## src/design/quadratic_bezier_flattener_core_assert.svh

```systemverilog
// Assertion macros shared by the flattener modules.
`ifndef QUADRATIC_BEZIER_FLATTENER_CORE_ASSERT_SVH
`define QUADRATIC_BEZIER_FLATTENER_CORE_ASSERT_SVH

// Check that a condition implies a consequence in the same cycle.
`define QBF_ASSERT_IMPL(label, clk, rstn, ante, cons) \
  label: assert property (@(posedge clk) disable iff (!rstn) (ante) |-> (cons)) \
    else $error("assertion failed");

// Check that a condition implies a consequence in the next cycle.
`define QBF_ASSERT_NEXT(label, clk, rstn, ante, cons) \
  label: assert property (@(posedge clk) disable iff (!rstn) (ante) |=> (cons)) \
    else $error("assertion failed");

`endif

```

## src/design/qbf_pkg.sv

```systemverilog
`timescale 1ns / 1ps
package qbf_pkg;
  localparam int unsigned CoordW = 25;
  localparam int unsigned FixedOneDef = 256;
  localparam int unsigned MaxSegDef = 64;
  localparam int unsigned CntW = 7;
  localparam int unsigned QueueDepth = 2;

  typedef enum logic {
    CMD_LINE  = 1'b0,
    CMD_CURVE = 1'b1
  } cmd_e;

  typedef logic signed [CoordW-1:0] coord_t;

  // Classified piece handed from front to back.
  typedef struct packed {
    coord_t         x0;
    coord_t         y0;
    coord_t         cx;
    coord_t         cy;
    coord_t         x1;
    coord_t         y1;
    logic [CntW-1:0] n;
  } job_t;
endpackage

```

## src/design/qbf_queue.sv

```systemverilog
`timescale 1ns / 1ps
// Two-entry queue between the front and back parts.
module qbf_queue (
  input  logic          clk_i,
  input  logic          rst_ni,
  input  logic          push_valid_i,
  output logic          push_ready_o,
  input  qbf_pkg::job_t push_data_i,
  output logic          pop_valid_o,
  input  logic          pop_ready_i,
  output qbf_pkg::job_t pop_data_o
);
  qbf_pkg::job_t mem_q [qbf_pkg::QueueDepth];
  logic wr_q, rd_q;
  logic [1:0] cnt_q;
  logic push, pop;

  assign push_ready_o = (cnt_q != 2'(qbf_pkg::QueueDepth));
  assign pop_valid_o = (cnt_q != 2'd0);
  assign pop_data_o = mem_q[rd_q];
  assign push = push_valid_i && push_ready_o;
  assign pop = pop_valid_o && pop_ready_i;

  always_ff @(posedge clk_i) begin
    if (push) mem_q[wr_q] <= push_data_i;
  end

  always_ff @(posedge clk_i or negedge rst_ni) begin
    if (!rst_ni) begin
      wr_q <= 1'b0;
      rd_q <= 1'b0;
      cnt_q <= '0;
    end else begin
      if (push) wr_q <= ~wr_q;
      if (pop) rd_q <= ~rd_q;
      cnt_q <= cnt_q + 2'(push) - 2'(pop);
    end
  end

  `include "quadratic_bezier_flattener_core_assert.svh"
  `QBF_ASSERT_IMPL(a_cnt_range, clk_i, rst_ni, 1'b1, cnt_q <= 2'(qbf_pkg::QueueDepth))
  `QBF_ASSERT_NEXT(a_cnt_push, clk_i, rst_ni, push && !pop, cnt_q == $past(cnt_q) + 2'd1)
  `QBF_ASSERT_NEXT(a_cnt_pop, clk_i, rst_ni, pop && !push, cnt_q == $past(cnt_q) - 2'd1)
endmodule

```

## config.mk

```make
export PLATFORM = sky130hd
export DESIGN_NAME = qbf_queue
export DESIGN_NICKNAME = d
export VERILOG_FILES = /design/src/design/qbf_pkg.sv /design/src/design/qbf_queue.sv
export VERILOG_INCLUDE_DIRS = /design/src /design/src/design
export SDC_FILE = /design/constraint.sdc
export NUM_CORES = 1
export LEC_CHECK = 0
export ABC_CLOCK_PERIOD_IN_PS = 14200
export BUFFER_PORTS_ARGS = -buffer_cell sky130_fd_sc_hd__buf_2
export CORE_UTILIZATION = 40
export DETAILED_ROUTE_END_ITERATION = 6
export PLACE_DENSITY = 0.7
export RECOVER_POWER = 100
export SYNTH_ARGS = -nofsm -noshare
export SYNTH_HDL_FRONTEND = slang
export SYNTH_SLANG_ARGS = --single-unit
```

## constraint.sdc

```tcl
create_clock -name clk_i -period 14.2 [get_ports clk_i]
set_clock_uncertainty 0.15 [all_clocks]
set_input_delay 0 -clock clk_i [delete_from_list [all_inputs] [get_ports clk_i]]
set_output_delay 0 -clock clk_i [all_outputs]
set_load 0.05 [all_outputs]
```

==> run metrics <==
Initial DRC Count=291; cell taking the most area after synthesis=edfxtp_1; Die H=roughly 170 µm; WP data arrival=5.93 ns; antenna-violating nets left=0; FF-to-FF setup slack=8.13 ns; Sequential Area=9529 µm²; RSZ-0062 raised after global routing=false; P&R area growth vs syn=33.76%; met2 Track Usage GR=between 20% and 30%; Site Rows=a little over 60; routed vias/inst=4.642; worst-path maximum fanout=67; outcome=finished, violations left; Peak Freq=164.9 MHz; gpl congestion=0.7083; Final nets=1173; startpoint types=flop; clock sink count=318; Worst Hold Class=in2reg; DRC=0; commonest cells after routing, fill and taps aside=314 x edfxtp_1, 181 x clkbuf_1, 161 x dlygate4sd3_1, 148 x buf_2, 99 x mux2_1; boundary pin count=320; failing checks=max-capacitance violations, max-slew violations; vias in the first global route=7211; Final Max Slew Viols=approximately 470; GR Overflow Total=0; Slew HR=-182.4%; CTS resizes=0; drt pass-1 iters=4; Netlist cell types=17; register clock-pin slew on the reported worst setup and hold paths=~0.060 ns; Seq/Total Area, Yosys=79.67%; R2R depth=4; Synth top area share=78.84%; # H-tree levels=2; Synth Instances=506; Clock Latency Late Sink=0.50 ns; dominant cells by area after synthesis=edfxtp_1 79%, mux2_4 13%, mux2_2 5.3%, buf_6 1.3%, dfrtp_1 0.84%; Routed Wire Length=24710 µm; Clock Tree Buf Depth=3; CP Class=reg2reg; Reg-to-Reg End=mem_q[0][65]; Worst setup endpoint=mem_q[0][65]; YS warnings=0; Required @ worst endpoint=14.06 ns; Horiz. Die Dim=174.9 µm; first-pass GRT wire length=roughly 37000 µm; # fillers=~2400; critical register-to-register path startpoint=cnt_q[1]; Tmin final=a little over 6 ns; most common cell after layout, fill and taps aside=edfxtp_1; busiest grt layer=met2; Netlist Area Pre-Place=around 12000 µm²; Detailed Place HPWL=~15000 µm; final hold viol count=0; Least-Margin Pin Slew=4.235 ns; core area=29090 µm²; Root Driver=clkbuf_16; syn avg cell area=23.64 µm²; initial antenna violation count=1; die area=30600 µm²; multi-input logic area=1868 µm²; LEAKAGE=5.649 nW; Vias=approximately 6600; Max Cap Viol=8; CTS buffer count=34; PD cells=230.6 nW/µm²; I/O Buffers=about 320; Worst VDD drop=between 0.0002 and 0.00025 V; setup tns final=0 ns; syn nets=669; share of cells above drive strength 1=24.78%; GR Util All Layers=15.64%; CTS Hold Bufs=161; crit path from=cnt_q[1]; HP Start=push_data_i[67]; Final Setup Violations=0; largest net degree at the start of global routing=between 70 and 80; Yosys reg bits=roughly 320; Post-CTS Setup Bufs=0; met3 usage=3.916%; met1 Usage GRT=17.26%; wire length per cell=17.42 µm; Initial Util=41.11%; Tot Pwr=0.003689 W; CTS tree=yes; endpoint class of the critical path=flop; Final Cycle Share=between 40% and 50%
[how the worst min path moves through the flow]
stage | endpoint | slack (ns) | cells past startpoint
global route | mem_q[1][67] | 0.05 | 2
finish | mem_q[1][67] | 0.07 | 2
floorplan | cnt_q[0] | -0.45 | 0
detailed placement | cnt_q[1] | -0.34 | 1
CTS | mem_q[1][10] | 0.04 | 2
global placement | cnt_q[0] | -0.34 | 1
[worst max-delay path, cell delays in order (launching register included)]
cell,delay (ns)
dfrtp_1,0.40
nand2b_1,0.13
nand2_1,0.12
nor2_1,1.94
clkbuf_1,2.77
[per-layer routing]
metal | wire length, µm | share of wire, %
met2 | 12710 | 51
met3 | 1628 | 6.6
met5 | 0 | 0
met4 | 872 | 3.5
met1 | 9490 | 38
[metrics by stage]
step / instance area, µm² / worst slack (ns) / cells / hold slack, ns / util [%]
after floorplan: 11960 / 5.833 / 506 / -0.4456 / -
after global placement: 13910 / 11.35 / 1197 / -0.3385 / 47.82
after detailed placement: 13910 / 11.33 / 1197 / -0.3382 / 47.82
after CTS: 16620 / 10.99 / 1417 / 0.03989 / 57.13
after global routing: 16000 / 7.591 / 1418 / 0.05066 / 54.99
final: 16000 / 8.135 / 1418 / 0.07466 / 54.99
[Yosys cell counts (all sizes together)]
master	n
xor2	1
nand2	1
inv	1
xnor2	3
and2	1
ha	2
or2	1
nor2	1
dfrtp	4
buf	18
mux2	157
nand2b	1
and3	1
edfxtp	314
[kinds of logic after synthesis]
logic type / after synthesis / synth area share (%)
buffers and inverters: 19 / 1.600
DFF: 318 / 79.67
and+or+nand+nor: 6 / 0.2721
xor gates and xnor gates: 4 / 0.2930
muxes: 157 / 17.95
adders and majority gates: 2 / 0.2092
[power breakdown]
group / internal (W) / switching [W]
combinational: 0.000358 / 0.00110
sequential: 0.00131 / 0.0000702
clock: 0.000520 / 0.000334
[cell type report]
cell class	count	share of cell area (%)
Inverter	1	0.02346
Multi-Input combinational cell	169	11.68
Clock buffer	47	6.147
Clock inverter	12	0.7039
Antenna cell	1	0.01564
Timing Repair Buffer	486	18.86
Sequential cell	318	59.57
Tap cell	384	3.003
[sequential cells by signal, indices dropped and copies added, names as in the netlist]
| register | count |
|---|---|
| cnt_q | 2 |
| mem_q | 314 |
| rd_q | 1 |
| wr_q | 1 |
Power figures use the tool's default switching activity.
