File: src/design/quadratic_bezier_flattener_core_assert.svh
// Assertion macros shared by the flattener modules.
`ifndef QUADRATIC_BEZIER_FLATTENER_CORE_ASSERT_SVH
`define QUADRATIC_BEZIER_FLATTENER_CORE_ASSERT_SVH

// Check that a condition implies a consequence in the same cycle.
`define QBF_ASSERT_IMPL(label, clk, rstn, ante, cons) \
  label: assert property (@(posedge clk) disable iff (!rstn) (ante) |-> (cons)) \
    else $error("assertion failed");

// Check that a condition implies a consequence in the next cycle.
`define QBF_ASSERT_NEXT(label, clk, rstn, ante, cons) \
  label: assert property (@(posedge clk) disable iff (!rstn) (ante) |=> (cons)) \
    else $error("assertion failed");

`endif

File: src/design/qbf_pkg.sv
`timescale 1ns / 1ps
package qbf_pkg;
  localparam int unsigned CoordW = 25;
  localparam int unsigned FixedOneDef = 256;
  localparam int unsigned MaxSegDef = 64;
  localparam int unsigned CntW = 7;
  localparam int unsigned QueueDepth = 2;

  typedef enum logic {
    CMD_LINE  = 1'b0,
    CMD_CURVE = 1'b1
  } cmd_e;

  typedef logic signed [CoordW-1:0] coord_t;

  // Classified piece handed from front to back.
  typedef struct packed {
    coord_t         x0;
    coord_t         y0;
    coord_t         cx;
    coord_t         cy;
    coord_t         x1;
    coord_t         y1;
    logic [CntW-1:0] n;
  } job_t;
endpackage

File: src/design/qbf_if.sv


interface qbf_out_if;
  logic            valid;
  logic            ready;
  qbf_pkg::coord_t seg_x0;
  qbf_pkg::coord_t seg_y0;
  qbf_pkg::coord_t seg_x1;
  qbf_pkg::coord_t seg_y1;
  logic            horizontal;
  logic            last;
  modport source (output valid, seg_x0, seg_y0, seg_x1, seg_y1, horizontal, last,
                  input ready);
  modport sink (input valid, seg_x0, seg_y0, seg_x1, seg_y1, horizontal, last,
                output ready);
endinterface

File: src/design/qbf_back.sv
`timescale 1ns / 1ps
// Evaluate samples k = 1..N. Per sample and axis: weights u*u, 2ku, k*k,
// three multiplies summed, then a floor division by N*N with a restoring
// divider producing one quotient bit per cycle.
module qbf_back (
  input  logic           clk_i,
  input  logic           rst_ni,
  input  logic           job_valid_i,
  output logic           job_ready_o,
  input  qbf_pkg::job_t  job_i,
  qbf_out_if.source      out_if
);
  localparam int unsigned CW = qbf_pkg::CoordW;
  localparam int unsigned WW = 13;          // weights up to 64*64
  localparam int unsigned PW = CW + WW + 2; // products and sums
  localparam int unsigned QBITS = CW + 1;
  localparam int unsigned DW = 13;          // N*N up to 4096

  typedef enum logic [2:0] {S_IDLE, S_MUL, S_SUM, S_DIV, S_OUT} state_e;

  state_e state_q;
  qbf_pkg::job_t job_q;
  logic [qbf_pkg::CntW-1:0] k_q;
  logic axis_q;
  logic signed [PW-1:0] p0_q, p1_q, p2_q;
  logic [PW-1:0] mag_q;
  logic [DW:0] rem_q;
  logic [QBITS-1:0] quo_q;
  logic [$clog2(PW+1)-1:0] dcnt_q;
  logic neg_q;
  logic [DW-1:0] nsq_q;
  qbf_pkg::coord_t px_q, py_q, sx_q;
  qbf_pkg::coord_t ox0_q, oy0_q, ox1_q, oy1_q;
  logic ohz_q, olast_q, ovalid_q;

  logic [qbf_pkg::CntW-1:0] u;
  logic [WW-1:0] wu, wc, wk;
  qbf_pkg::coord_t a0, ac, a1;
  logic [DW:0] rem_sh;
  logic signed [QBITS+1:0] qfin;
  logic last_k;
  logic emit;

  always_comb begin
    u = job_q.n - k_q;
    wu = WW'(u) * WW'(u);
    wc = WW'(k_q) * WW'(u) * WW'(2);
    wk = WW'(k_q) * WW'(k_q);
    a0 = axis_q ? job_q.y0 : job_q.x0;
    ac = axis_q ? job_q.cy : job_q.cx;
    a1 = axis_q ? job_q.y1 : job_q.x1;
    rem_sh = {rem_q[DW-1:0], mag_q[PW-1]};
    qfin = neg_q ? -$signed({2'b0, quo_q} + (QBITS+2)'(rem_q != '0))
                 : $signed({2'b0, quo_q});
    last_k = (k_q == job_q.n);
    emit = (state_q == S_DIV) && (dcnt_q == '0) && axis_q
        && (!ovalid_q || out_if.ready);
  end

  assign job_ready_o = (state_q == S_IDLE);
  assign out_if.valid = ovalid_q;
  assign out_if.seg_x0 = ox0_q;
  assign out_if.seg_y0 = oy0_q;
  assign out_if.seg_x1 = ox1_q;
  assign out_if.seg_y1 = oy1_q;
  assign out_if.horizontal = ohz_q;
  assign out_if.last = olast_q;

  always_ff @(posedge clk_i or negedge rst_ni) begin
    if (!rst_ni) begin
      state_q <= S_IDLE;
      ovalid_q <= 1'b0;
      job_q <= '0;
      k_q <= '0;
      axis_q <= 1'b0;
      p0_q <= '0; p1_q <= '0; p2_q <= '0;
      mag_q <= '0; rem_q <= '0; quo_q <= '0;
      dcnt_q <= '0; neg_q <= 1'b0; nsq_q <= '0;
      px_q <= '0; py_q <= '0; sx_q <= '0;
      ox0_q <= '0; oy0_q <= '0; ox1_q <= '0; oy1_q <= '0;
      ohz_q <= 1'b0; olast_q <= 1'b0;
    end else begin
      ovalid_q <= emit || (ovalid_q && !out_if.ready);
      unique case (state_q)
        S_IDLE: begin
          if (job_valid_i) begin
            job_q <= job_i;
            k_q <= qbf_pkg::CntW'(1);
            axis_q <= 1'b0;
            px_q <= job_i.x0;
            py_q <= job_i.y0;
            nsq_q <= DW'(job_i.n) * DW'(job_i.n);
            state_q <= S_MUL;
          end
        end
        S_MUL: begin
          p0_q <= PW'(a0) * $signed({1'b0, wu});
          p1_q <= PW'(ac) * $signed({1'b0, wc});
          p2_q <= PW'(a1) * $signed({1'b0, wk});
          state_q <= S_SUM;
        end
        S_SUM: begin
          neg_q <= (p0_q + p1_q + p2_q) < 0;
          mag_q <= ((p0_q + p1_q + p2_q) < 0) ? -(p0_q + p1_q + p2_q)
                                              : (p0_q + p1_q + p2_q);
          rem_q <= '0;
          quo_q <= '0;
          dcnt_q <= ($clog2(PW+1))'(PW);
          state_q <= S_DIV;
        end
        S_DIV: begin
          // restoring division of the magnitude, one bit a cycle
          if (dcnt_q != '0) begin
            mag_q <= mag_q << 1;
            if (rem_sh >= {1'b0, nsq_q}) begin
              rem_q <= rem_sh - {1'b0, nsq_q};
              quo_q <= {quo_q[QBITS-2:0], 1'b1};
            end else begin
              rem_q <= rem_sh;
              quo_q <= {quo_q[QBITS-2:0], 1'b0};
            end
            dcnt_q <= dcnt_q - 1'b1;
          end else if (!axis_q) begin
            sx_q <= CW'(qfin);
            axis_q <= 1'b1;
            state_q <= S_MUL;
          end else if (emit) begin
            ox0_q <= px_q;
            oy0_q <= py_q;
            ox1_q <= sx_q;
            oy1_q <= CW'(qfin);
            ohz_q <= (py_q == CW'(qfin));
            olast_q <= last_k;
            px_q <= sx_q;
            py_q <= CW'(qfin);
            axis_q <= 1'b0;
            k_q <= k_q + 1'b1;
            state_q <= last_k ? S_IDLE : S_MUL;
          end
        end
        default: state_q <= S_IDLE;
      endcase
    end
  end

  `include "quadratic_bezier_flattener_core_assert.svh"
  `QBF_ASSERT_NEXT(a_out_hold, clk_i, rst_ni, ovalid_q && !out_if.ready, ovalid_q && $stable(ox1_q))
  `QBF_ASSERT_IMPL(a_k_range, clk_i, rst_ni, state_q != S_IDLE, k_q <= job_q.n && k_q != '0)
  `QBF_ASSERT_IMPL(a_hz_flag, clk_i, rst_ni, ovalid_q, ohz_q == (oy0_q == oy1_q))
endmodule

File: src/flat_wrapper.sv
// flat-port wrapper written by rule: the top's interface ports become plain ports
module qbf_back_flat 
  (clk_i, rst_ni, job_valid_i, job_ready_o, job_i, out_if_valid, out_if_seg_x0, out_if_seg_y0, out_if_seg_x1, out_if_seg_y1, out_if_horizontal, out_if_last, out_if_ready);
  qbf_out_if out_if_i ();
  input  logic clk_i;
  input  logic rst_ni;
  input  logic job_valid_i;
  output logic job_ready_o;
  input  qbf_pkg::job_t job_i;
  output wire logic [$bits(out_if_i.valid)-1:0] out_if_valid;
  output wire logic [$bits(out_if_i.seg_x0)-1:0] out_if_seg_x0;
  output wire logic [$bits(out_if_i.seg_y0)-1:0] out_if_seg_y0;
  output wire logic [$bits(out_if_i.seg_x1)-1:0] out_if_seg_x1;
  output wire logic [$bits(out_if_i.seg_y1)-1:0] out_if_seg_y1;
  output wire logic [$bits(out_if_i.horizontal)-1:0] out_if_horizontal;
  output wire logic [$bits(out_if_i.last)-1:0] out_if_last;
  input wire logic [$bits(out_if_i.ready)-1:0] out_if_ready;
  assign out_if_valid = out_if_i.valid;
  assign out_if_seg_x0 = out_if_i.seg_x0;
  assign out_if_seg_y0 = out_if_i.seg_y0;
  assign out_if_seg_x1 = out_if_i.seg_x1;
  assign out_if_seg_y1 = out_if_i.seg_y1;
  assign out_if_horizontal = out_if_i.horizontal;
  assign out_if_last = out_if_i.last;
  assign out_if_i.ready = out_if_ready;
  qbf_back u_core (.clk_i(clk_i), .rst_ni(rst_ni), .job_valid_i(job_valid_i), .job_ready_o(job_ready_o), .job_i(job_i), .out_if(out_if_i));
endmodule
File: config.mk
export PLATFORM = sky130hd
export DESIGN_NAME = qbf_back_flat
export DESIGN_NICKNAME = d
export VERILOG_FILES = /design/src/design/qbf_pkg.sv /design/src/design/qbf_if.sv /design/src/design/qbf_back.sv /design/src/flat_wrapper.sv
export VERILOG_INCLUDE_DIRS = /design/src /design/src/design
export SDC_FILE = /design/constraint.sdc
export NUM_CORES = 2
export LEC_CHECK = 0
export ABC_AREA = 1
export BUFFER_PORTS_ARGS = -buffer_cell sky130_fd_sc_hd__buf_2
export CAP_MARGIN = 20
export CORE_MARGIN = 10
export CORE_UTILIZATION = 57
export DETAILED_ROUTE_END_ITERATION = 7
export PLACE_DENSITY = 0.74
export REMOVE_ABC_BUFFERS = 1
export SETUP_SLACK_MARGIN = 0.3
export SLEW_MARGIN = 20
export SYNTH_ARGS = -nofsm -noshare
export SYNTH_HDL_FRONTEND = slang
export SYNTH_SLANG_ARGS = --single-unit
File: constraint.sdc
create_clock -name clk_i -period 11.7 [get_ports clk_i]
set_input_delay 0.585 -clock clk_i [delete_from_list [all_inputs] [get_ports clk_i]]
set_output_delay 0.585 -clock clk_i [all_outputs]
set_load 0.01 [all_outputs]
==> results.sh <==
export IMPL_status="finished, final reports clean"
export IMPL_drive_gt1_frac=0.06981
export IMPL_synth_area_leaders="fa_1 (28%), dfrtp_1 (21%), nand2_1 (12%)"
export IMPL_crit_path_start="u_core.k_q[3]"
export IMPL_die_height_um=362.5
export IMPL_crit_cells=44
export IMPL_whs_ps=86.49
export IMPL_synthCells=8559
export IMPL_wl_met3_mm=13.92
export IMPL_path_clk_slew_ps=60
export IMPL_final_antenna_net_count=0
export IMPL_clock_path_buffers=3
export IMPL_start_util=0.5746
export IMPL_hold_depth=3
export IMPL_syn2layout_area_growth_pct=8.341
export IMPL_rsz0062_at_grt="true"
export IMPL_fin_worst_skew_ps=51.96
export IMPL_cts_tree="done"
export IMPL_synth_top_area_frac=0.2752
export IMPL_crit_type="flip-flop to flip-flop"
export IMPL_worstSkewPairLatency_ps=710
export IMPL_die_w_um=362.5
export IMPL_path_buf_inv=11
export IMPL_place_ws_ps=630.0
export IMPL_ys_ff_latch=558
export IMPL_synthXorXnorAreaFrac=0.02351
export IMPL_gp_congestion=0.9536
export IMPL_ys_warn_count=0
export IMPL_ys_seq_area_frac=0.2089
export IMPL_synthSimpleGateAreaFrac=0.2002
export IMPL_maxSlewViolCount=0
export IMPL_finalSetupTns_ps=0
export IMPL_synth_area_um2=66860
export IMPL_avgViaCountPerCell=5.450
export IMPL_cpLargestDelayFamily="adder cells"
export IMPL_wl_met2_mm=88.71
export IMPL_critPathCaptureType="flip-flop"
export IMPL_critical_path_peak_fanout=24
export IMPL_hold_end="u_core.job_q[24]"
export IMPL_grt_max_degree=144
export IMPL_finalNonFillerCells=10310
export IMPL_drt_met1_wl_mm=80.83
export IMPL_pin_count=265
export IMPL_vias=56170
export IMPL_drt_wl_total_mm=191.9
export IMPL_synthAdderAreaFrac=0.3678
export IMPL_h_tree_depth=3
export IMPL_place_hpwl_mm=154.2
export IMPL_die_area_um2=131400
export IMPL_fp_coreArea_um2=116400
export IMPL_gr_total_overflow=0
export IMPL_critPathMostFrequentCell="inv_1"
export IMPL_worst_path_max_delay_cell="dfrtp_1"
export IMPL_drc=0
export IMPL_cts_sinks=558
export IMPL_root_buffer="clkbuf_16"
export IMPL_r2r_end="u_core.p1_q[29]"
export IMPL_hold_path_class="primary input to flip-flop"
export IMPL_cp_arrival_ps=11270
export IMPL_port_buffers=264
export IMPL_fin_crit_ps=10770
export IMPL_wl_per_cell_um=18.62
export IMPL_min_from="job_i[24]"
export IMPL_timing_rr_start="u_core.k_q[3]"
export IMPL_r2r_slack_ps=930
export IMPL_crit_required_ps=12200
export IMPL_grt_use_total=0.2972
export IMPL_cts_inserted_buffers=72
export IMPL_dr_pass1_iters=6
export IMPL_grt_pass1_wl_mm=309.5
export IMPL_rows=125
export IMPL_yosys_area_top_type="fa_1"
export IMPL_antenna_found_initial=3
export IMPL_relSlewSlack=0.2002
export IMPL_synth_top_family_by_area="adder cells"
export IMPL_tightest_slew_ps=1192
export IMPL_first_iter_violations=5010
export IMPL_finalNetCount=10300
export IMPL_cp_start_kind="flip-flop"
export IMPL_synth_cell_types=59
export IMPL_synth_compound_area_frac=0.08620
export IMPL_nFillCells=10380
export IMPL_synth_avg_cell_area_um2=7.811
export IMPL_setup_violations=0
export IMPL_hold_viol=0
export IMPL_synthMuxAreaShare=0.0002994
export IMPL_drv_cap=0
export IMPL_fmax_mhz=92.86
export IMPL_critical_path_max_stage_delay_ps=690
export IMPL_rr_worst_depth=44
export IMPL_finalWorstSetupSlack_ps=931.0
export IMPL_post_route_period_util=0.9204
export IMPL_first_global_vias=56740
export IMPL_top_layer_used="met4"
export IMPL_placed_cells=10170
==> final cells by class <==
class                      count  area [um^2]  share of cell area
antenna                        1        2.502          0.00003455
clock buffer                  88         1952             0.02695
clock inverter                38        533.0            0.007359
inverter                    1745         6565             0.09063
multi-input combinational   6005        45480              0.6279
sequential                   558        13970              0.1928
tap                         1524         1907             0.02632
timing repair buffer         347         2024             0.02795
==> repair_timing <==
action	CTS	global route
setup endpoints to repair	0	28
setup buffers	0	2
resized for setup	0	16
hold buffers	1	0
endpoints found under the hold margin	77	0
==> metal layers <==
layer,up-vias,global-route usage
met4,0,0.1187
met2,2015,0.4776
met1,27470,0.4039
met3,362,0.04443
li1,26320,-
met5,-,0
==> worst max-delay path by stage <==
stage | end | slack [ps]
3_5_place_dp | u_core.p1_q[32] | 630
4_1_cts | u_core.p1_q[32] | 570
5_1_grt | u_core.p1_q[32] | 250
2_1_floorplan | u_core.p0_q[35] | 880
6_report | u_core.p1_q[29] | 930
3_3_place_gp | u_core.p1_q[32] | 940
==> cells in the final DEF (no fill, tap or decap), drive strengths merged, types with 58 or more instances in the layout <==
cell	instances
xnor2	84
o21ai	576
inv	1738
xor2	92
nand3	199
or2	58
fa	919
nand2	2205
ha	495
buf	346
a21oi	277
dfrtp	558
nor2	778
clkbuf	88
==> logic make-up after synthesis <==
| kind of cell | Yosys count |
|---|---|
| AO/OA/AOI/OAI | 1061 |
| XOR/XNOR | 176 |
| adder cells (fa/ha/maj) | 1414 |
| multiplexers | 2 |
| flip-flops | 558 |
| AND/OR/NAND/NOR | 3352 |
| buffers and inverters | 1996 |
==> state kept, by name, summed over array words and instances, names as in the netlist, 7 cells and up <==
| register | count |
|---|---|
| u_core.rem_q | 14 |
| u_core.out_if.seg_x0 | 25 |
| u_core.quo_q | 25 |
| u_core.sx_q | 25 |
| u_core.out_if.seg_y1 | 25 |
| u_core.p2_q | 39 |
| u_core.mag_q | 40 |
| u_core.p0_q | 39 |
| u_core.job_q | 156 |
| u_core.py_q | 25 |
| u_core.p1_q | 38 |
| u_core.px_q | 25 |
| u_core.out_if.seg_x1 | 25 |
| u_core.nsq_q | 12 |
| u_core.out_if.seg_y0 | 25 |
| u_core.k_q | 7 |
==> cell usage after synthesis (all sizes together) <==
| cell | count |
|---|---|
| dfrtp | 558 |
| a31oi | 37 |
| o22ai | 52 |
| a2111oi | 2 |
| o21ai | 576 |
| xnor2 | 84 |
| nand4 | 44 |
| clkinv | 14 |
| inv | 1731 |
| nor4 | 8 |
| nor3 | 35 |
| xor2 | 92 |
| nor4b | 1 |
| nor3b | 3 |
| a221oi | 2 |
| o21a | 9 |
| ha | 495 |
| nand3b | 18 |
| nor2 | 778 |
| or2 | 58 |
| clkbuf | 217 |
| a21oi | 277 |
| and3 | 1 |
| and2 | 2 |
| o221ai | 5 |
| o21bai | 11 |
| o311ai | 1 |
| o211ai | 43 |
| nand3 | 199 |
| nand2 | 2205 |
| buf | 34 |
| a22oi | 2 |
| o31ai | 7 |
| a21o | 23 |
| mux2i | 2 |
| fa | 919 |
| a211oi | 2 |
| o2111ai | 3 |
| a21boi | 9 |
==> worst reg2reg max path, delay by kind of cell, from the launching register on <==
family,cells,cell delay [ps]
adders and majority gates,12,5310
AOI/OAI and AO/OA,9,1700
buffers and inverters,11,1310
and+or+nand+nor,10,940
DFF,1,690
xor gates and xnor gates,2,630
==> stage by stage <==
| step | util | area [um^2] |
|---|---|---|
| 2_1_floorplan | - | 65840 |
| 3_3_place_gp | 0.5996 | 69770 |
| 3_5_place_dp | 0.5997 | 69780 |
| 4_1_cts | 0.6211 | 72280 |
| 5_1_grt | 0.6225 | 72430 |
| 6_report | 0.6225 | 72430 |
Power is not shown: default switching activity piles up to over one toggle a cycle in this logic, so the estimate is an artifact.
