**src/design/quadratic_bezier_flattener_core_assert.svh**
```systemverilog
// Assertion macros shared by the flattener modules.
`ifndef QUADRATIC_BEZIER_FLATTENER_CORE_ASSERT_SVH
`define QUADRATIC_BEZIER_FLATTENER_CORE_ASSERT_SVH

// Check that a condition implies a consequence in the same cycle.
`define QBF_ASSERT_IMPL(label, clk, rstn, ante, cons) \
  label: assert property (@(posedge clk) disable iff (!rstn) (ante) |-> (cons)) \
    else $error("assertion failed");

// Check that a condition implies a consequence in the next cycle.
`define QBF_ASSERT_NEXT(label, clk, rstn, ante, cons) \
  label: assert property (@(posedge clk) disable iff (!rstn) (ante) |=> (cons)) \
    else $error("assertion failed");

`endif

```
**src/design/qbf_pkg.sv**
```systemverilog
`timescale 1ns / 1ps
package qbf_pkg;
  localparam int unsigned CoordW = 25;
  localparam int unsigned FixedOneDef = 256;
  localparam int unsigned MaxSegDef = 64;
  localparam int unsigned CntW = 7;
  localparam int unsigned QueueDepth = 2;

  typedef enum logic {
    CMD_LINE  = 1'b0,
    CMD_CURVE = 1'b1
  } cmd_e;

  typedef logic signed [CoordW-1:0] coord_t;

  // Classified piece handed from front to back.
  typedef struct packed {
    coord_t         x0;
    coord_t         y0;
    coord_t         cx;
    coord_t         cy;
    coord_t         x1;
    coord_t         y1;
    logic [CntW-1:0] n;
  } job_t;
endpackage

```
**src/design/qbf_if.sv**
```systemverilog
`timescale 1ns / 1ps
interface qbf_in_if;
  logic                 valid;
  logic                 ready;
  logic                 command;
  qbf_pkg::coord_t      start_x;
  qbf_pkg::coord_t      start_y;
  qbf_pkg::coord_t      control_x;
  qbf_pkg::coord_t      control_y;
  qbf_pkg::coord_t      end_x;
  qbf_pkg::coord_t      end_y;
  modport source (output valid, command, start_x, start_y, control_x, control_y,
                  end_x, end_y, input ready);
  modport sink (input valid, command, start_x, start_y, control_x, control_y,
                end_x, end_y, output ready);
endinterface


```
**src/design/qbf_front.sv**
```systemverilog
`timescale 1ns / 1ps
// Classify the piece: compute the metric, then, for a curve with a nonzero metric,
// the segment count with a bit-serial square root, one result bit per cycle.
module qbf_front #(
  parameter int unsigned FixedOne = qbf_pkg::FixedOneDef,
  parameter int unsigned MaxSeg   = qbf_pkg::MaxSegDef
) (
  input  logic          clk_i,
  input  logic          rst_ni,
  qbf_in_if.sink        in_if,
  output logic          job_valid_o,
  input  logic          job_ready_i,
  output qbf_pkg::job_t job_o
);
  localparam int unsigned MW = qbf_pkg::CoordW + 4;
  localparam int unsigned QW = MW + 2;
  localparam int unsigned RW = 7;
  localparam int unsigned ShW = $clog2(FixedOne);

  typedef enum logic [1:0] {S_IDLE, S_ROOT, S_OUT} state_e;

  state_e state_q;
  qbf_pkg::job_t job_q;
  logic [QW-1:0] rem_q;
  logic [RW-1:0] root_q;
  logic [2:0] bit_q;
  logic root_big_q;

  logic signed [MW-1:0] dx, dy;
  logic [MW-1:0] ax, ay, metric;
  logic [QW-1:0] q_val;
  logic [RW-1:0] trial;
  logic [QW-1:0] trial_sq;
  logic big;

  always_comb begin
    dx = MW'(in_if.start_x) - MW'(in_if.control_x) - MW'(in_if.control_x)
       + MW'(in_if.end_x);
    dy = MW'(in_if.start_y) - MW'(in_if.control_y) - MW'(in_if.control_y)
       + MW'(in_if.end_y);
    ax = dx[MW-1] ? MW'(-dx) : MW'(dx);
    ay = dy[MW-1] ? MW'(-dy) : MW'(dy);
    metric = ax + ay;
    q_val = QW'({metric, 2'b00} >> ShW);
    big = (q_val >= QW'(64 * 64));
    trial = root_q | (RW'(1) << bit_q);
    trial_sq = QW'(trial) * QW'(trial);
  end

  assign in_if.ready = (state_q == S_IDLE);
  assign job_valid_o = (state_q == S_OUT);
  assign job_o = job_q;

  always_ff @(posedge clk_i or negedge rst_ni) begin
    if (!rst_ni) begin
      state_q <= S_IDLE;
      job_q <= '0;
      rem_q <= '0;
      root_q <= '0;
      bit_q <= '0;
      root_big_q <= 1'b0;
    end else begin
      unique case (state_q)
        S_IDLE: begin
          if (in_if.valid) begin
            job_q.x0 <= in_if.start_x;
            job_q.y0 <= in_if.start_y;
            job_q.cx <= in_if.control_x;
            job_q.cy <= in_if.control_y;
            job_q.x1 <= in_if.end_x;
            job_q.y1 <= in_if.end_y;
            job_q.n <= qbf_pkg::CntW'(1);
            rem_q <= q_val;
            root_q <= '0;
            bit_q <= 3'd5;
            root_big_q <= big;
            if (in_if.command == qbf_pkg::CMD_CURVE && metric != '0) begin
              state_q <= S_ROOT;
            end else begin
              state_q <= S_OUT;
            end
          end
        end
        S_ROOT: begin
          // one result bit per cycle, root of at most 63 when not saturated
          if (trial_sq <= rem_q) root_q <= trial;
          if (bit_q == 3'd0) begin
            state_q <= S_OUT;
            if (root_big_q) begin
              job_q.n <= qbf_pkg::CntW'(MaxSeg);
            end else begin
              job_q.n <= (qbf_pkg::CntW'((trial_sq <= rem_q) ? trial : root_q) + 1'b1
                          > qbf_pkg::CntW'(MaxSeg)) ? qbf_pkg::CntW'(MaxSeg)
                       : qbf_pkg::CntW'((trial_sq <= rem_q) ? trial : root_q) + 1'b1;
            end
          end else begin
            bit_q <= bit_q - 1'b1;
          end
        end
        S_OUT: begin
          if (job_ready_i) state_q <= S_IDLE;
        end
        default: state_q <= S_IDLE;
      endcase
    end
  end

  `include "quadratic_bezier_flattener_core_assert.svh"
  `QBF_ASSERT_IMPL(a_job_n_nonzero, clk_i, rst_ni, job_valid_o, job_o.n != '0)
  `QBF_ASSERT_IMPL(a_job_n_cap, clk_i, rst_ni, job_valid_o, job_o.n <= qbf_pkg::CntW'(MaxSeg))
  `QBF_ASSERT_NEXT(a_hold_job, clk_i, rst_ni, job_valid_o && !job_ready_i, job_valid_o)
endmodule

```
**src/flat_wrapper.sv**
```systemverilog
// flat-port wrapper written by rule: the top's interface ports become plain ports
module qbf_front_flat 
#(
  parameter int unsigned FixedOne = qbf_pkg::FixedOneDef,
  parameter int unsigned MaxSeg   = qbf_pkg::MaxSegDef
)
  (clk_i, rst_ni, job_valid_o, job_ready_i, job_o, in_if_valid, in_if_command, in_if_start_x, in_if_start_y, in_if_control_x, in_if_control_y, in_if_end_x, in_if_end_y, in_if_ready);
  qbf_in_if in_if_i ();
  input  logic clk_i;
  input  logic rst_ni;
  output logic job_valid_o;
  input  logic job_ready_i;
  output qbf_pkg::job_t job_o;
  input wire logic [$bits(in_if_i.valid)-1:0] in_if_valid;
  input wire logic [$bits(in_if_i.command)-1:0] in_if_command;
  input wire logic [$bits(in_if_i.start_x)-1:0] in_if_start_x;
  input wire logic [$bits(in_if_i.start_y)-1:0] in_if_start_y;
  input wire logic [$bits(in_if_i.control_x)-1:0] in_if_control_x;
  input wire logic [$bits(in_if_i.control_y)-1:0] in_if_control_y;
  input wire logic [$bits(in_if_i.end_x)-1:0] in_if_end_x;
  input wire logic [$bits(in_if_i.end_y)-1:0] in_if_end_y;
  output wire logic [$bits(in_if_i.ready)-1:0] in_if_ready;
  assign in_if_i.valid = in_if_valid;
  assign in_if_i.command = in_if_command;
  assign in_if_i.start_x = in_if_start_x;
  assign in_if_i.start_y = in_if_start_y;
  assign in_if_i.control_x = in_if_control_x;
  assign in_if_i.control_y = in_if_control_y;
  assign in_if_i.end_x = in_if_end_x;
  assign in_if_i.end_y = in_if_end_y;
  assign in_if_ready = in_if_i.ready;
  qbf_front #(.FixedOne(FixedOne), .MaxSeg(MaxSeg)) u_core (.clk_i(clk_i), .rst_ni(rst_ni), .in_if(in_if_i), .job_valid_o(job_valid_o), .job_ready_i(job_ready_i), .job_o(job_o));
endmodule
```
**config.mk**
```make
export PLATFORM = sky130hd
export DESIGN_NAME = qbf_front_flat
export DESIGN_NICKNAME = d
export VERILOG_FILES = /design/src/design/qbf_pkg.sv /design/src/design/qbf_if.sv /design/src/design/qbf_front.sv /design/src/flat_wrapper.sv
export VERILOG_INCLUDE_DIRS = /design/src /design/src/design
export SDC_FILE = /design/constraint.sdc
export NUM_CORES = 1
export LEC_CHECK = 0
export BUFFER_PORTS_ARGS = -buffer_cell sky130_fd_sc_hd__buf_2
export CORE_MARGIN = 2
export CORE_UTILIZATION = 25
export DETAILED_ROUTE_END_ITERATION = 8
export PLACE_DENSITY = 0.51
export SLEW_MARGIN = 20
export SYNTH_ARGS = -nofsm -noshare
export SYNTH_HDL_FRONTEND = slang
export SYNTH_SLANG_ARGS = --single-unit
export TNS_END_PERCENT = 5
```
**constraint.sdc**
```tcl
create_clock -name clk_i -period 23.1 [get_ports clk_i]
set_input_delay 3.465 -clock clk_i [delete_from_list [all_inputs] [get_ports clk_i]]
set_output_delay 3.465 -clock clk_i [all_outputs]
set_load 0.1 [all_outputs]
```
==> results of run 1 <==
per-layer routing:
metal / wire length [um] / track usage, %
met5: 27 / 0
met4: 1290 / 5.15
met3: 1770 / 2.42
met2: 26300 / 25.4
met1: 25400 / 19.7
Yosys cell counts, types with 10 or more instances:
| master | count |
|---|---|
| fa_1 | 18 |
| a211oi_1 | 16 |
| o2111ai_1 | 11 |
| nor3_1 | 41 |
| nand2_1 | 489 |
| clkbuf_1 | 59 |
| a21o_1 | 50 |
| a31oi_1 | 24 |
| o21bai_1 | 20 |
| o21ai_0 | 134 |
| and3_1 | 13 |
| inv_1 | 151 |
| nand4_1 | 10 |
| o21ai_1 | 30 |
| xor2_1 | 58 |
| a21oi_1 | 138 |
| o21a_1 | 26 |
| and2_1 | 27 |
| o211ai_1 | 11 |
| nand3_1 | 31 |
| ha_1 | 181 |
| dfrtp_1 | 193 |
| nand2b_1 | 10 |
| xnor2_1 | 106 |
| a2111oi_0 | 12 |
| or2_2 | 10 |
| nor2b_1 | 34 |
| o31ai_1 | 16 |
| nor2_1 | 132 |
registers in the layout, indices dropped and copies added (netlist names):
name / flops
u_core.bit_q: 3
u_core.rem_q: 23
u_core.state_q: 2
u_core.root_big_q: 1
u_core.root_q: 7
u_core.job_o: 157
layout make-up:
cell class / instances / area (um2)
diodes: 5 / 12.5
clock buffers: 17 / 425
clock inverters: 15 / 186
fillers: 7620 / 49000
inverters: 151 / 567
multi-input cells: 1813 / 11900
flip-flops and latches: 193 / 4830
well taps: 940 / 1180
repair buffers: 320 / 1630
cell usage in the layout, fill, tap and decap left out, drive strengths merged, types with 8 or more instances in the layout:
master   Yosys  layout
buf          8     320
o21bai      20      20
and3        13      13
nand4       10      10
nand2b      11      11
nor4        12      12
o21ai      165     165
a221oi       8       8
nor2       132     132
or2         12      12
or3          9       9
xor2        58      58
a21oi      141     141
inv        151     161
dfrtp      193     193
o211ai      12      12
a31oi       25      25
o21a        26      26
nor2b       34      34
nand3       31      31
a21o        50      50
xnor2      106     106
nand2      489     489
a211oi      20      20
and2        29      29
nor3        42      42
a2111oi     12      12
ha         181     181
o2111ai     11      11
fa          18      18
clkbuf      59      17
o31ai       18      18
worst max-delay path by stage:
| stage | startpoint | endpoint | slack [ps] | depth (start not counted) |
|---|---|---|---|---|
| after floorplan | in_if_start_x[0] | u_core.state_q[1] | 12330 | 36 |
| after global placement | in_if_start_x[0] | u_core.state_q[0] | 10780 | 35 |
| after detailed placement | in_if_control_y[1] | u_core.root_big_q | 10690 | 32 |
| after CTS | in_if_control_y[1] | u_core.state_q[1] | 11170 | 32 |
| after global routing | in_if_control_y[1] | u_core.state_q[0] | 10410 | 32 |
| final | in_if_control_y[1] | u_core.state_q[1] | 11260 | 32 |
logic make-up after synthesis:
| family | Yosys count | synth area share [%] |
|---|---|---|
| xor+xnor | 164 | 8.21 |
| fa+ha+maj | 199 | 15.0 |
| buf+inv | 218 | 4.73 |
| simple gates | 863 | 22.4 |
| mux | 5 | 0.300 |
| flops | 193 | 27.6 |
| compound gates | 582 | 21.8 |
per-stage QoR:
| step | cell area [um2] | hold slack, ps | instances | util (%) |
|---|---|---|---|---|
| global route | 20700 | 494 | 3453 | 29.7 |
| global placement | 20100 | 455 | 3417 | 28.8 |
| detailed placement | 20100 | 457 | 3417 | 28.8 |
| floorplan | 17500 | 448 | 2224 | - |
| finish | 20700 | 471 | 3454 | 29.7 |
| CTS | 20700 | 476 | 3449 | 29.7 |
worst max-delay path, delay by kind of cell:
kind / cells / cell delay [ps]
xor gates and xnor gates: 2 / 380
adders and majority gates: 3 / 1200
and+or+nand+nor: 7 / 1580
AOI/OAI and AO/OA: 18 / 5530
buffers and inverters: 2 / 120
==> impl_metrics.yaml, run 1 <==
critical_path:
  reg2regPathDepth: 36
  criticalPathCategory: "input pin to flop"
  start_kind: "input pin"
  reg2reg_to: "u_core.job_o[5]"
  timing.rr.start: "u_core.bit_q[0]"
  slowest_stage: "a2111oi_0"
  cp-end-kind: "flop"
  max_stage_delay_ps: 810
  arrival_ps: 12270
  crit_required_ps: 23530
  cp_max_fo: 8
  r2r_setup_slack_ps: 14350
timing:
  setup_viol: 0
  finalMaxSlewViolations: 0
  max_clock_freq_ghz: 0.0844
  worst_slew_pin_slew_ps: 890
  hold_viol_final: 0
  rsz0062_at_grt: "false"
  finClkSkew_ps: 18.4
  setup_ws_ps: 11260
  period_share_pct: 51.3
  fin_crit_ps: 11840
  relSlewSlack_pct: 40.7
  final.setup.tns_ps: 0
logic_synthesis:
  synth-main-ff-cell: "dfrtp_1"
  synthArstFlopShare_pct: 100
  ys_ff_latch: 193
  synthDistinctLibCells: 94
  syn-instance-count: 2224
  synthTopCellsByArea: "dfrtp_1, ha_1, nand2_1, xnor2_1, a21oi_1"
  syn_area_per_cell_um2: 7.87
  syn_nets: 2578
  seq_area_frac_synth_pct: 27.6
  synth-edff-count: 0
  synth_area_leader_cell: "dfrtp_1"
  ys_warn_count: 0
  synth_top_area_share_pct: 27.6
  syn_area_um2: 17500
min_path:
  hold_end: "u_core.job_o[135]"
  min_path_cells: 2
  worst_hold_path_type: "flop to flop"
  min_from: "u_core.job_o[135]"
cts:
  clock_latency_ps: 500
  clockBufferDepth: 2
  cts_sinks: 193
  cts-hold-fix-buffers: 0
  cts_tree: "yes"
  post-cts-setup-buffer-count: 0
  clk_pin_slew_worst_paths_ps: 80
  cts_htree_levels: 4
  cts_root_buf: "clkbuf_16"
  numCtsBuffers: 17
  ctsResizeCount: 0
floorplan:
  rows: 97
  core_um2: 69700
  die_w_um: 269
  ios: 314
  die_height_um: 269
  fp.dieArea_um2: 72100
  initial_core_util_pct: 25.1
layout:
  nets: 2850
  drive_gt1_share_pct: 15.9
  syn2layout_area_growth_pct: 18.2
route:
  drt.antenna.violating_nets: 0
  drt-initial-drc-count: 765
  drc: 0
  drt_pass1_iterations: 5
  routed_via_density: 4.65
  vias: 16100
  wirelength_um: 54700
  routedWlPerCell_um: 15.8
place:
  dp_slack_ps: 10690
  io_buffers: 313
  dp_hpwl_um: 44200
  gp_congestion: 0.847
grt:
  grt_pass1_wl_um: 85900
  first_global_vias: 15400
  grt_util_all_layers_pct: 15.1
  grt_start_max_net_pins: 88
  antenna_found_initial: 7
  grt_overflow_total: 0
status:
  status: "completed"
run:
  drv_cap: 0
Power of run 1 is not shown: default switching activity piles up to over one toggle a cycle in this logic, so the estimate is an artifact.
==> inputs of run 2 (changes only) <==
--- a/config.mk
+++ b/config.mk
@@ -6,6 +6,7 @@
 export SDC_FILE = /design/constraint.sdc
 export NUM_CORES = 1
 export LEC_CHECK = 0
+export ABC_AREA = 1
 export BUFFER_PORTS_ARGS = -buffer_cell sky130_fd_sc_hd__buf_2
 export CORE_MARGIN = 2
 export CORE_UTILIZATION = 25
==> constraint.sdc (replaced) <==
create_clock -name clk_i -period 12.1 [get_ports clk_i]
set_input_delay 1.815 -clock clk_i [delete_from_list [all_inputs] [get_ports clk_i]]
set_output_delay 1.815 -clock clk_i [all_outputs]
set_load 0.1 [all_outputs]
==> run 2 against run 1 <==
Compared with the run above:
- routed wire length up 19%
- synthesized cell count up 38%
- synthesized area up 11%
- highest routed layer unchanged
==> impl_metrics.yaml, run 2 <==
grt:
  grt_util_all_layers_pct: 16.5
  grt_start_max_net_pins: 93
  grt_overflow_total: 0
  antenna_found_initial: 2
  first_global_vias: 19000
  grt_pass1_wl_um: 104000
logic_synthesis:
  syn_area_per_cell_um2: 6.33
  syn-instance-count: 3067
  synth_area_leader_cell: "dfrtp_1"
  synth_most_common_cell: "nand2_1"
  synthTopCellsByArea: "dfrtp_1, nand2_1, ha_1, inv_1, nor2_1"
  synth-main-ff-cell: "dfrtp_1"
  syn_nets: 3421
  synth-edff-count: 0
  syn_area_um2: 19400
  synthDistinctLibCells: 52
  synth_top_area_share_pct: 24.9
  ys_warn_count: 0
  synthArstFlopShare_pct: 100
  seq_area_frac_synth_pct: 24.9
  yosys-top-cells-count: "nand2_1, inv_1, nor2_1"
  ys_ff_latch: 193
cts:
  numCtsBuffers: 17
  cts_htree_levels: 4
  ctsResizeCount: 0
  cts_tree: "yes"
  cts_sinks: 193
  clockBufferDepth: 2
  cts_root_buf: "clkbuf_16"
  clock_latency_ps: 510
  clk_pin_slew_worst_paths_ps: 80
  post-cts-setup-buffer-count: 0
  cts-hold-fix-buffers: 0
place:
  io_buffers: 313
  place_area_um2: 22200
  gp_congestion: 0.945
  dp_hpwl_um: 54700
status:
  status: "completed"
layout:
  nets: 3716
  largest_register: "u_core.job_o"
  final.fill_count: 8672
  syn2layout_area_growth_pct: 17.3
  drive_gt1_share_pct: 13.3
  stdcell_area_um2: 22800
  reg_top3: "u_core.job_o x157, u_core.rem_q x23, u_core.root_q x7"
  antennaDiodeCount: 0
  largest_reg_flops: 157
  seq_area_um2: 4830
  layout_commonest_cell: "nand2_1"
  final_cell_mix: "nand2_1, inv_1, buf_2"
  multi_input_area_um2: 12600
critical_path:
  crit_required_ps: 12490
  timing.rr.start: "u_core.bit_q[0]"
  arrival_ps: 8620
  criticalPathCategory: "input pin to flop"
  cp-end-kind: "flop"
  slowest_stage: "o21ai_0"
  cp_max_fo: 26
  max_stage_delay_ps: 800
  start_kind: "input pin"
  cp-startpoint: "in_if_control_y[2]"
  crit_top_cell: "nand2_1"
floorplan:
  die_w_um: 283
  ios: 314
  core_um2: 77200
  rows: 102
  initial_core_util_pct: 25.1
  fp.dieArea_um2: 79900
  die_height_um: 283
route:
  route.met2.wl_um: 29800
  drt_pass1_iterations: 7
  m1WireLength_um: 30800
  wirelength_um: 65300
  highest_layer: "met5"
  routedWlPerCell_um: 14.8
  drt-initial-drc-count: 1154
  drt.antenna.violating_nets: 0
  route.met3.wl_um: 3150
  drc: 0
  routed_via_density: 4.46
  vias: 19700
timing:
  finalMaxSlewViolations: 0
  final.setup.tns_ps: 0
  setup_viol: 0
  finClkSkew_ps: 14.3
  period_share_pct: 68.0
  worst_slew_pin_slew_ps: 960
  hold_slack_ps: 472
  hold_viol_final: 0
  rsz0062_at_grt: "false"
  max_clock_freq_ghz: 0.122
  fin_crit_ps: 8230
  relSlewSlack_pct: 35.3
min_path:
  min_from: "u_core.job_o[144]"
  worst_hold_path_type: "flop to flop"
run:
  drv_cap: 0
run 2: cells by family (layout without fill, tap and decap cells):
| kind of cell | Yosys count | count (layout) | share of synthesized area [%] |
|---|---|---|---|
| AOI/OAI and AO/OA | 386 | 386 | 10.9 |
| xor gates and xnor gates | 111 | 111 | 5.05 |
| buffers and inverters | 519 | 827 | 10.1 |
| DFF | 193 | 193 | 24.9 |
| and+or+nand+nor | 1659 | 1659 | 35.5 |
| adders and majority gates | 199 | 199 | 13.5 |
run 2: layout make-up:
| class | count | share of cell area (%) |
|---|---|---|
| inverter | 474 | 7.84 |
| clock buffer | 19 | 1.95 |
| timing repair buffer | 321 | 7.19 |
| sequential | 193 | 21.2 |
| clock inverter | 13 | 0.687 |
| tap | 1040 | 5.71 |
| multi-input combinational | 2355 | 55.4 |
run 2: critical path, delay by kind of cell:
family	cells	cell delay, ps
adders and majority gates	3	1100
buffers and inverters	5	580
and+or+nand+nor	18	1910
AOI/OAI and AO/OA	10	2610
xor gates and xnor gates	2	560
run 2: worst paths after layout:
| path | end | slack (ps) | depth (start not counted) |
|---|---|---|---|
| max | u_core.state_q[0] | 3870 | 38 |
| min | u_core.job_o[144] | 470 | 2 |
| max in group asynchronous | u_core.job_o[51] | 8760 | 3 |
| min in group asynchronous | u_core.job_o[1] | 1300 | 1 |
| min reg2reg | u_core.job_o[144] | 470 | 2 |
| max reg2reg | u_core.job_o[3] | 4180 | 44 |
run 2: metrics by stage:
stage	worst slack [ps]	instances	util, %
final	3870	4415	29.5
after global routing	3280	4415	29.5
after CTS	4050	4415	29.5
after detailed placement	3530	4383	28.7
after global placement	3570	4383	28.7
after floorplan	5360	3067	-
run 2: metal layers:
layer | GRT usage [%] | vias up
met5 | 0 | -
met4 | 5.11 | 4
met3 | 3.07 | 72
met2 | 26.8 | 429
met1 | 22.1 | 8918
li1 | - | 10300
Power of run 2 is left out for the same reason.
==> inputs of run 3 (changes only) <==
==> constraint.sdc (replaced) <==
create_clock -name clk_i -period 8.6 [get_ports clk_i]
set_input_delay 1.29 -clock clk_i [delete_from_list [all_inputs] [get_ports clk_i]]
set_output_delay 1.29 -clock clk_i [all_outputs]
set_load 0.1 [all_outputs]
==> run 3 against run 2 <==
Compared with the run above:
- final area grew 0.11%
- cell count about the same
- setup slack got worse by 2900 ps
- sequential share of layout area about the same
- critical endpoint is now u_core.job_o[6]
==> impl_metrics.yaml, run 3 (synthesis gave the netlist of run 2 again) <==
status:
  status: "completed"
cts:
  ctsResizeCount: 0
  cts_root_buf: "clkbuf_16"
  cts-hold-fix-buffers: 0
  post-cts-setup-buffer-count: 0
  numCtsBuffers: 17
  cts_htree_levels: 4
  clock_latency_ps: 510
  cts_sinks: 193
  clk_pin_slew_worst_paths_ps: 80
  cts_tree: "yes"
  clockBufferDepth: 2
layout:
  multi_input_area_um2: 12600
  syn2layout_area_growth_pct: 17.5
  final_cell_mix: "nand2_1, inv_1, buf_2"
  nets: 3717
  reg_top3: "u_core.job_o x157, u_core.rem_q x23, u_core.root_q x7"
  final.fill_count: 8730
  drive_gt1_share_pct: 13.3
  layout_commonest_cell: "nand2_1"
  largest_reg_flops: 157
  largest_register: "u_core.job_o"
  antennaDiodeCount: 0
  seq_area_um2: 4830
timing:
  hold_viol_final: 0
  finClkSkew_ps: 26.2
  period_share_pct: 88.6
  setup_viol: 0
  relSlewSlack_pct: 35.9
  fin_crit_ps: 7620
  rsz0062_at_grt: "false"
  hold_slack_ps: 469
  final.setup.tns_ps: 0
  worst_slew_pin_slew_ps: 961
  finalMaxSlewViolations: 0
  setup_ws_ps: 977
  max_clock_freq_ghz: 0.131
route:
  wirelength_um: 65000
  drt_pass1_iterations: 6
  vias: 19700
  drc: 0
  routed_via_density: 4.45
  drt.antenna.violating_nets: 0
  drt-initial-drc-count: 1166
  routedWlPerCell_um: 14.7
floorplan:
  ios: 314
  rows: 102
  fp.dieArea_um2: 79900
  die_height_um: 283
  die_w_um: 283
  core_um2: 77200
  initial_core_util_pct: 25.1
grt:
  first_global_vias: 18700
  grt_start_max_net_pins: 182
  antenna_found_initial: 2
  grt_pass1_wl_um: 102000
  grt_overflow_total: 0
  grt_util_all_layers_pct: 16.3
critical_path:
  max_stage_delay_ps: 540
  slowest_stage: "fa_1"
  critPathBufInv: 10
  arrival_ps: 8030
  cp-end-kind: "flop"
  criticalPathCategory: "flop to flop"
  reg2regPathDepth: 44
  crit_required_ps: 9010
  critical_path.top_delay_family: "adder cells"
  path_depth: 44
  crit_top_cell: "nand2_1"
  cp_max_fo: 8
  start_kind: "flop"
run:
  drv_cap: 0
place:
  dp_hpwl_um: 54400
  gp_congestion: 0.966
  io_buffers: 313
  dp_slack_ps: 613
min_path:
  min_path_cells: 2
  worst_hold_path_type: "flop to flop"
run 3: stage by stage:
stage	area (um2)	util (%)	std cells
floorplan	19400	-	3067
global placement	22200	28.7	4384
detailed placement	22200	28.7	4384
CTS	22800	29.5	4416
global route	22800	29.5	4416
finish	22800	29.5	4416
run 3: layout make-up:
cell class / instances / share of cell area [%]
clock buffers: 19 / 1.90
clock inverters: 13 / 0.719
inverters: 474 / 7.83
multi-input cells: 2355 / 55.4
flip-flops and latches: 193 / 21.2
well taps: 1040 / 5.71
repair buffers: 322 / 7.27
run 3: tightest hold or removal path: cells and delay by family, from the launching register on:
| kind | cells | cell delay, ps |
|---|---|---|
| DFF | 1 | 340 |
| and+or+nand+nor | 2 | 90 |
run 3: per-layer routing:
layer | track usage [%] | up-vias | wire length (um)
li1 | - | 10300 | -
met1 | 21.9 | 8884 | 30800
met2 | 26.4 | 451 | 29600
met3 | 3.06 | 63 | 3230
met4 | 4.64 | 4 | 1320
met5 | 0 | - | 30
run 3: worst paths after layout:
kind | endpoint | slack (ps) | from
worst min-delay path | u_core.job_o[54] | 470 | u_core.job_o[54]
max in group asynchronous | u_core.job_o[45] | 6510 | rst_ni
worst max-delay path | u_core.job_o[6] | 980 | u_core.bit_q[0]
worst min register to register | u_core.job_o[54] | 470 | u_core.job_o[54]
min in group asynchronous | u_core.job_o[28] | 790 | rst_ni
worst max register to register | u_core.job_o[6] | 980 | u_core.bit_q[0]
Power of run 3 is left out for the same reason.
